[src/hdl/cbsr_pkg.sv]
`default_nettype none
package cbsr_pkg;

    // Sample count per whole segment
    localparam int SAMPLES = 32;

    localparam int CW        = 24;                       // coordinate width
    localparam int CNT_W     = $clog2(SAMPLES + 1);      // sample index width
    localparam int REM_W     = $clog2(SAMPLES);          // t remainder width
    localparam int T_W       = 17;                       // t in [0, 65536]
    localparam int RECIP_K   = 24;
    localparam int RECIP     = (1 << RECIP_K) / SAMPLES;
    localparam int LW        = 27;                       // lerp lane width
    localparam int PW        = LW + 1 + T_W + 1;         // lerp product width
    localparam int LANES     = 10;
    localparam int AW        = 26;                       // tangent magnitude width
    localparam int NORM_BIT  = 20;
    localparam int SQ_W      = 2 * AW;
    localparam int RAD_W     = 54;
    localparam int ROOT_W    = RAD_W / 2;
    localparam int ROOT_ITERS = ROOT_W;
    localparam int RREM_W    = ROOT_W + 2;
    localparam int DIV_Q     = 18;
    localparam int NUM_W     = AW + 17 + 1;
    localparam int DEN_W     = ROOT_W + 1;
    localparam int GSQ_W     = 2 * (CW + 1);
    localparam int ITER_W    = 5;
    localparam logic [GSQ_W:0] GAP_LIMIT = (GSQ_W + 1)'(1600 * 65536);
    localparam logic [15:0] PARTIAL_MIN = 16'd66;
    localparam logic [15:0] STROKE_RESET = 16'd256;

    // Register indexes
    localparam logic REG_PEN_WIDTH = 1'b0;

    typedef struct packed {
        logic signed [CW-1:0] ctrl0_x;
        logic signed [CW-1:0] ctrl0_y;
        logic signed [CW-1:0] ctrl1_x;
        logic signed [CW-1:0] ctrl1_y;
        logic signed [CW-1:0] ctrl2_x;
        logic signed [CW-1:0] ctrl2_y;
        logic signed [CW-1:0] ctrl3_x;
        logic signed [CW-1:0] ctrl3_y;
        logic                 negative_winding;
        logic [15:0]          partial_fraction;
        logic                 first_segment;
    } in_item_t;

    typedef struct packed {
        logic signed [CW-1:0] a_x;
        logic signed [CW-1:0] a_y;
        logic signed [CW-1:0] b_x;
        logic signed [CW-1:0] b_y;
        logic signed [CW-1:0] c_x;
        logic signed [CW-1:0] c_y;
        logic signed [CW-1:0] d_x;
        logic signed [CW-1:0] d_y;
        logic                 join_only;
        logic                 last;
    } out_item_t;

    typedef enum logic [3:0] {
        ST_IDLE, ST_PREP, ST_LMUL, ST_LADD, ST_NINIT, ST_NORM, ST_SQR,
        ST_RINIT, ST_ROOT, ST_DMUL, ST_DIV, ST_FIN, ST_EMIT
    } ctrl_state_t;

    typedef struct packed {
        logic       load;
        logic       prep;
        logic       lmul;
        logic       ladd;
        logic [1:0] level;
        logic       norm_init;
        logic       norm_step;
        logic       sq;
        logic       root_init;
        logic       root_step;
        logic       dmul;
        logic       div_step;
        logic       fin;
        logic       emit;
        logic       next;
    } dp_cmd_t;

    typedef struct packed {
        logic zero_width;
        logic tan_zero;
        logic norm_done;
        logic last_sample;
        logic out_free;
    } dp_stat_t;

    // a + round((b - a) * t / 65536), product already formed
    function automatic logic signed [LW-1:0] lerp_fin(input logic signed [LW-1:0] a,
                                                      input logic signed [PW-1:0] prod);
        logic signed [PW-1:0] w;
        w = prod + PW'(32768);
        w = w >>> 16;
        return a + w[LW-1:0];
    endfunction

    function automatic logic signed [CW-1:0] sat24(input logic signed [CW+1:0] v);
        if (v > (CW+2)'(signed'(24'sh7FFFFF)))
            return 24'sh7FFFFF;
        else if (v < (CW+2)'(signed'(24'sh800000)))
            return 24'sh800000;
        else
            return v[CW-1:0];
    endfunction

endpackage
`default_nettype wire

[src/hdl/cbsr_ctrl.sv]
`default_nettype none
module cbsr_ctrl
    import cbsr_pkg::*;
(
    input  wire logic     aclk,
    input  wire logic     aresetn,
    input  wire logic     s_valid,
    output logic          s_ready,
    input  wire dp_stat_t stat,
    output dp_cmd_t       cmd
);

    ctrl_state_t         state_reg, state_next;
    logic [1:0]          level_reg, level_next;
    logic [ITER_W-1:0]   iter_reg, iter_next;

    // State register
    always_ff @(posedge aclk) begin
        if (!aresetn) begin
            state_reg <= ST_IDLE;
            level_reg <= '0;
            iter_reg  <= '0;
        end else begin
            state_reg <= state_next;
            level_reg <= level_next;
            iter_reg  <= iter_next;
        end
    end

    // Sequencing: load and prep a segment, then per sample lerp levels, normalise, root, divide, emit
    always_comb begin
        state_next = state_reg;
        level_next = level_reg;
        iter_next  = iter_reg;
        cmd        = '0;
        cmd.level  = level_reg;
        s_ready    = 1'b0;
        case (state_reg)
            ST_IDLE: begin
                s_ready = 1'b1;
                if (s_valid) begin
                    cmd.load = 1'b1;
                    if (!stat.zero_width)
                        state_next = ST_PREP;
                end
            end
            ST_PREP: begin
                cmd.prep   = 1'b1;
                level_next = '0;
                state_next = ST_LMUL;
            end
            ST_LMUL: begin
                cmd.lmul   = 1'b1;
                state_next = ST_LADD;
            end
            ST_LADD: begin
                cmd.ladd = 1'b1;
                if (level_reg == 2'd2) begin
                    state_next = ST_NINIT;
                end else begin
                    level_next = level_reg + 2'd1;
                    state_next = ST_LMUL;
                end
            end
            ST_NINIT: begin
                cmd.norm_init = 1'b1;
                state_next    = ST_NORM;
            end
            ST_NORM: begin
                if (stat.tan_zero)
                    state_next = ST_FIN;
                else if (stat.norm_done)
                    state_next = ST_SQR;
                else
                    cmd.norm_step = 1'b1;
            end
            ST_SQR: begin
                cmd.sq     = 1'b1;
                state_next = ST_RINIT;
            end
            ST_RINIT: begin
                cmd.root_init = 1'b1;
                iter_next     = '0;
                state_next    = ST_ROOT;
            end
            ST_ROOT: begin
                cmd.root_step = 1'b1;
                iter_next     = iter_reg + ITER_W'(1);
                if (iter_reg == ITER_W'(ROOT_ITERS - 1))
                    state_next = ST_DMUL;
            end
            ST_DMUL: begin
                cmd.dmul   = 1'b1;
                iter_next  = '0;
                state_next = ST_DIV;
            end
            ST_DIV: begin
                cmd.div_step = 1'b1;
                iter_next    = iter_reg + ITER_W'(1);
                if (iter_reg == ITER_W'(DIV_Q - 1))
                    state_next = ST_FIN;
            end
            ST_FIN: begin
                cmd.fin    = 1'b1;
                state_next = ST_EMIT;
            end
            ST_EMIT: begin
                if (stat.out_free) begin
                    cmd.emit = 1'b1;
                    if (stat.last_sample) begin
                        state_next = ST_IDLE;
                    end else begin
                        cmd.next   = 1'b1;
                        level_next = '0;
                        state_next = ST_LMUL;
                    end
                end
            end
            default: begin
                state_next = ST_IDLE;
            end
        endcase
    end

endmodule
`default_nettype wire

[config.mk]
export PLATFORM = sky130hd
export DESIGN_NAME = cbsr_ctrl
export DESIGN_NICKNAME = d
export VERILOG_FILES = /design/src/hdl/cbsr_pkg.sv /design/src/hdl/cbsr_ctrl.sv
export SDC_FILE = /design/constraint.sdc
export NUM_CORES = 1
export LEC_CHECK = 0
export BUFFER_PORTS_ARGS = -buffer_cell sky130_fd_sc_hd__buf_2
export CORE_MARGIN = 2
export CORE_UTILIZATION = 30
export CTS_CLUSTER_DIAMETER = 50
export DETAILED_ROUTE_END_ITERATION = 7
export MAX_ROUTING_LAYER = met4
export PLACE_DENSITY = 0.51
export SLEW_MARGIN = 10
export SYNTH_ARGS = -nofsm -noshare
export SYNTH_HDL_FRONTEND = slang
export SYNTH_SLANG_ARGS = --single-unit
[constraint.sdc]
create_clock -name aclk -period 2.2 [get_ports aclk]
set_input_delay 0.11 -clock aclk [delete_from_list [all_inputs] [get_ports aclk]]
set_output_delay 0.11 -clock aclk [all_outputs]
set_load 0.01 [all_outputs]
# Word-level counts from Yosys, hierarchy flattened
# Index checks and enable logic that the tools add are counted.
# word_totals
register_bits	11
input_bits	8
out_inout_bits	17
wordCells	69
# op_classes
addsub	2
n_eq_ne	23
muxes	34
reduce_logical	7
# ops
cell	count
case mux 4 bit (13 select lines)	1
two-way mux 4 bit	7
equality test 4 bit, second input constant	5
two-way mux 1 bit	17
equality test 4 x 3 -> 1 bit, second input constant	4
!= test 2 bit, second input constant	7
two-way mux 2 bit	6
equality test 5 bit, second input constant	2
case mux 5 bit (2 select lines)	1
equality test 4 x 2 -> 1 bit, second input constant	2
case mux 2 bit (3 select lines)	1
AND reduction 6 bit	1
adder 5 x 1 -> 5 bit, second input constant	1
equality test 4 x 1 -> 1 bit, second input constant	1
logical NOT 4 bit	1
AND reduction 4 bit	1
OR reduction 2 bit	2
two-way mux 3 bit	1
!= test 3 bit, second input constant	1
nonzero test 3 bit	1
adder 2 x 1 -> 2 bit, second input constant	1
equality test 2 bit, second input constant	1
nonzero test 2 bit	1

# Depth between registers and ports, before layout
# depth
ltp_word	3
ltp_mapped	7
depth_no_buf	7

# Worst setup path before layout
# OpenSTA, ideal clock, no wires.
# synth_timing
kind	reg-to-reg
from	reg state_reg[3]
to	reg state_reg[0]
setup_ps	115
arrival_ps	1514
required_time_ps	2085
path_slack_ps	571
stages_incl_launch_ff	7
path_buffers	1
period_less_slack_ps	1629
cell_sequence	dfxtp_1 -> buf_6 -> nor4_1 -> o21ai_0 -> o211ai_2 -> a221oi_2 -> o21a_1
# synth_between
elab_chain_cells	3
elab_cells_between_ends	21
classes_between	18 x eq/ne; 1 x mux; 2 x reduce/logical
# synth_rtl
element	line	source
start, declared	cbsr_ctrl.sv:13	ctrl_state_t state_reg, state_next;
start signal, assigned	cbsr_ctrl.sv:24	state_reg <= state_next;
equality test 4 x 3 -> 1 bit, or another cell as far along	cbsr_ctrl.sv:38	case (state_reg)
!= test 3 bit (no line) or != test 2 bit (tied branches)	-	
AND reduction 6 bit (no line)	-	
# Several ways; a longest one is shown, not always the timed one.
# A chain may end at the register's enable or synchronous reset.

# Final worst setup path
# layout_timing
from	reg state_reg[3]
to	reg iter_reg[4]
# layout_between
elab_chain_cells	3
elab_cells_between_ends	8
classes_between	4 x eq/ne; 1 x mux; 3 x reduce/logical
# layout_rtl
element	line	source
equality test 4 bit or equality test 4 x 3 -> 1 bit (tied branches)	cbsr_ctrl.sv:38	
OR reduction 2 bit (no line)	-	
case mux 5 bit (2 select lines) or nonzero test 2 bit (tied branches)	-	
end signal, assigned	cbsr_ctrl.sv:26	iter_reg <= iter_next;
end, declared	cbsr_ctrl.sv:15	logic [ITER_W-1:0] iter_reg, iter_next;
# Several ways; a longest one is shown, not always the timed one.

==> flow_summary.toml <==
[global_routing]
grt_pass1_wl_um = 3250
grt_max_degree = 19
antenna_found_initial = 0
overflow = 0
track_usage_pct = 12.9
grt_pass1_vias = 742

[setup_path]
crit_type = "reg2reg"
crit_required_ns = 2.36
slowest_delay_ns = 0.66
cp_top_family = "flip-flops"
slowest_stage = "dfxtp_1"
cp_num_cells = 5
ff2ff_path_depth = 5
worstPathCellList = "nand2b_1 -> a2bb2oi_1 -> nand4b_1 -> xor2_1 -> nor2_1"
worstSetupStartpointType = "register"
critPathCaptureType = "register"
worst-endpoint-arrival_ns = 2.06
path_max_fanout = 18
path_buf_inv = 0

[placed_design]
placed_cell_area_um2 = 975
dp.final_hpwl_um = 1470
gp_congestion = 0.730
numPortBuffers = 24

[final_layout]
syn_to_final_growth_pct = 15.8
final_cell_area_um2 = 1000
drive_above_1_share_pct = 26.0
multi_input_area_um2 = 562
diodes = 0
nets = 144
largest_reg_flops = 5
regArea_um2 = 220
fill_cells = 309

[clocking]
cts-buffers-inserted = 3
cts_hold_buf = 0
cts_resized = 0
clkSinkCount = 11
clock_latency_ns = 0.27
cts_setup_buffers = 0
clk_pin_slew_ns = 0.08
clockBufferDepth = 2
ctsRootBufferMaster = "clkbuf_4"
cts_max_level = 1
cts_tree = "done"

[synthesis]
synthFlopType = "dfxtp_1"
synth_cells = 111
synth_area_um2 = 865
yosys.area.top_type = "dfxtp_1"
synth_top_area_share_pct = 25.5
synth_nets = 123
synth_seq_cells = 11
synth_area_leaders = "dfxtp_1, ha_1, nand2_1, nor2_1, nand2b_1"
ys_types = 37
yosys_warnings = 0
synth-async-reset-ratio_pct = 0
synth_edf_count = 0
synth.yosys.seq_area_share_pct = 25.5
avgSynthCellArea_um2 = 7.79

[die]
rows = 19
start_util_pct = 31.4
die_area_um2 = 3330
core_um2 = 2760
chipHeight_um = 57.7
pin_count = 25
die_w_um = 57.7

[sta]
tightestPinTransition_ns = 0.531
rsz0062_at_grt = "false"
finalCriticalPeriod_ns = 1.89
fin_worst_skew_ns = 0.00649
hold_viol = 0
max_clock_freq_mhz = 528
setup_violations = 0
holdWs_ns = 0.152
final-max-slew-violation-count = 0
setup-tns-final_ns = 0
timing.final.crit_share_pct = 86.1
slew_headroom_pct = 64.6

[pwr]
p_per_area_nw_per_um2 = 601
leakagePower_nw = 0.431
seqPwrFrac_pct = 42.7
clockPowerShare_pct = 23.8
intPower_mw = 0.376
combPwrFrac_pct = 33.5
ir_drop_mv = 0.357
p_sw_share_pct = 37.6
power.switching_mw = 0.226

[route]
via_count = 800
routed_wl_um = 1910
drc = 0
ant_nets = 0
drt-initial-drc-count = 10
post_drt_wl_per_cell_um = 11.8
drt_first_pass_iters = 4
via_per_inst = 4.94

[min_path]
worstHoldPathCells = 2
hold_path.class = "in2reg"

[run]
max_cap_viol_count = 0

[run_status]
status = "completed"
[cell families after synthesis]
family                   synth area share (%)
AND/OR/NAND/NOR                          33.4
AO/OA/AOI/OAI                            19.4
buffers and inverters                    9.55
flip-flops                               25.5
XOR/XNOR                                 4.05
adder cells (fa/ha/maj)                  5.79
multiplexers                             2.32
[layer usage]
metal  GRT usage (%)  part of all wire, %  wire length, µm  up-vias
met5               -                    0                0        -
li1                -                    -                -      417
met4            2.99                 0.52               10        0
met2            22.2                   51              973       16
met3            4.02                  4.7               89        2
met1            14.7                   44              837      365
[power groups by stage]
stage	Clock, mW	Combinational [mW]	Sequential (mW)
3_3_place_gp	0	0.203	0.262
4_1_cts	0.153	0.204	0.258
2_1_floorplan	0	0.201	0.222
3_5_place_dp	0	0.203	0.263
6_report	0.143	0.202	0.257
5_1_grt	0.161	0.223	0.264
[per-stage QoR]
stage                     util, %  std cells  setup WS [ns]  power, mW
after floorplan                 -        111          0.571      0.423
after global placement       35.3        158          0.387      0.465
after detailed placement     35.3        158          0.334      0.466
after CTS                    36.3        162          0.304      0.616
after global routing         36.3        162         0.0901      0.648
final                        36.3        162          0.306      0.602
[synthesized netlist by cell type, drive strengths merged, types with 2 or more instances]
| cell type | count |
|---|---|
| a21boi | 3 |
| ha | 4 |
| nand2 | 12 |
| a2bb2oi | 2 |
| and2 | 3 |
| xnor2 | 2 |
| o211ai | 2 |
| nor2b | 3 |
| mux2i | 2 |
| or4 | 3 |
| nand2b | 5 |
| dfxtp | 11 |
| buf | 8 |
| o21ai | 5 |
| nor2 | 12 |
| nand3b | 4 |
| nand3 | 2 |
| xor2 | 2 |
| a21oi | 3 |
| inv | 7 |
| nor3 | 4 |
| and3 | 2 |
[layout by cell type (no fill, tap or decap), types with 4 or more instances in the layout]
cell and instances:
buf_2 24, dfxtp_1 11, ha_1 4, inv_1 7
nand2_1 12, nand2b_1 5, nand3b_1 4, nor2_1 12
nor3_1 4, o21ai_0 5
[cell type report]
type                       instances  share of cell area [%]
sequential                        11                    22.0
tap                               31                    3.88
multi-input combinational         84                    56.1
timing repair buffer              25                    12.7
clock buffer                       4                    2.63
inverter                           7                    2.63
[path summary, 6_finish.rpt]
kind                                    from            to  slack [ns]
worst max register to register  state_reg[3]   iter_reg[4]        0.31
worst min-delay path                 aresetn  state_reg[0]        0.15
worst min register to register  level_reg[0]  level_reg[0]        0.49
worst max-delay path            state_reg[3]   iter_reg[4]        0.31
(Power assumes the default switching activity.)
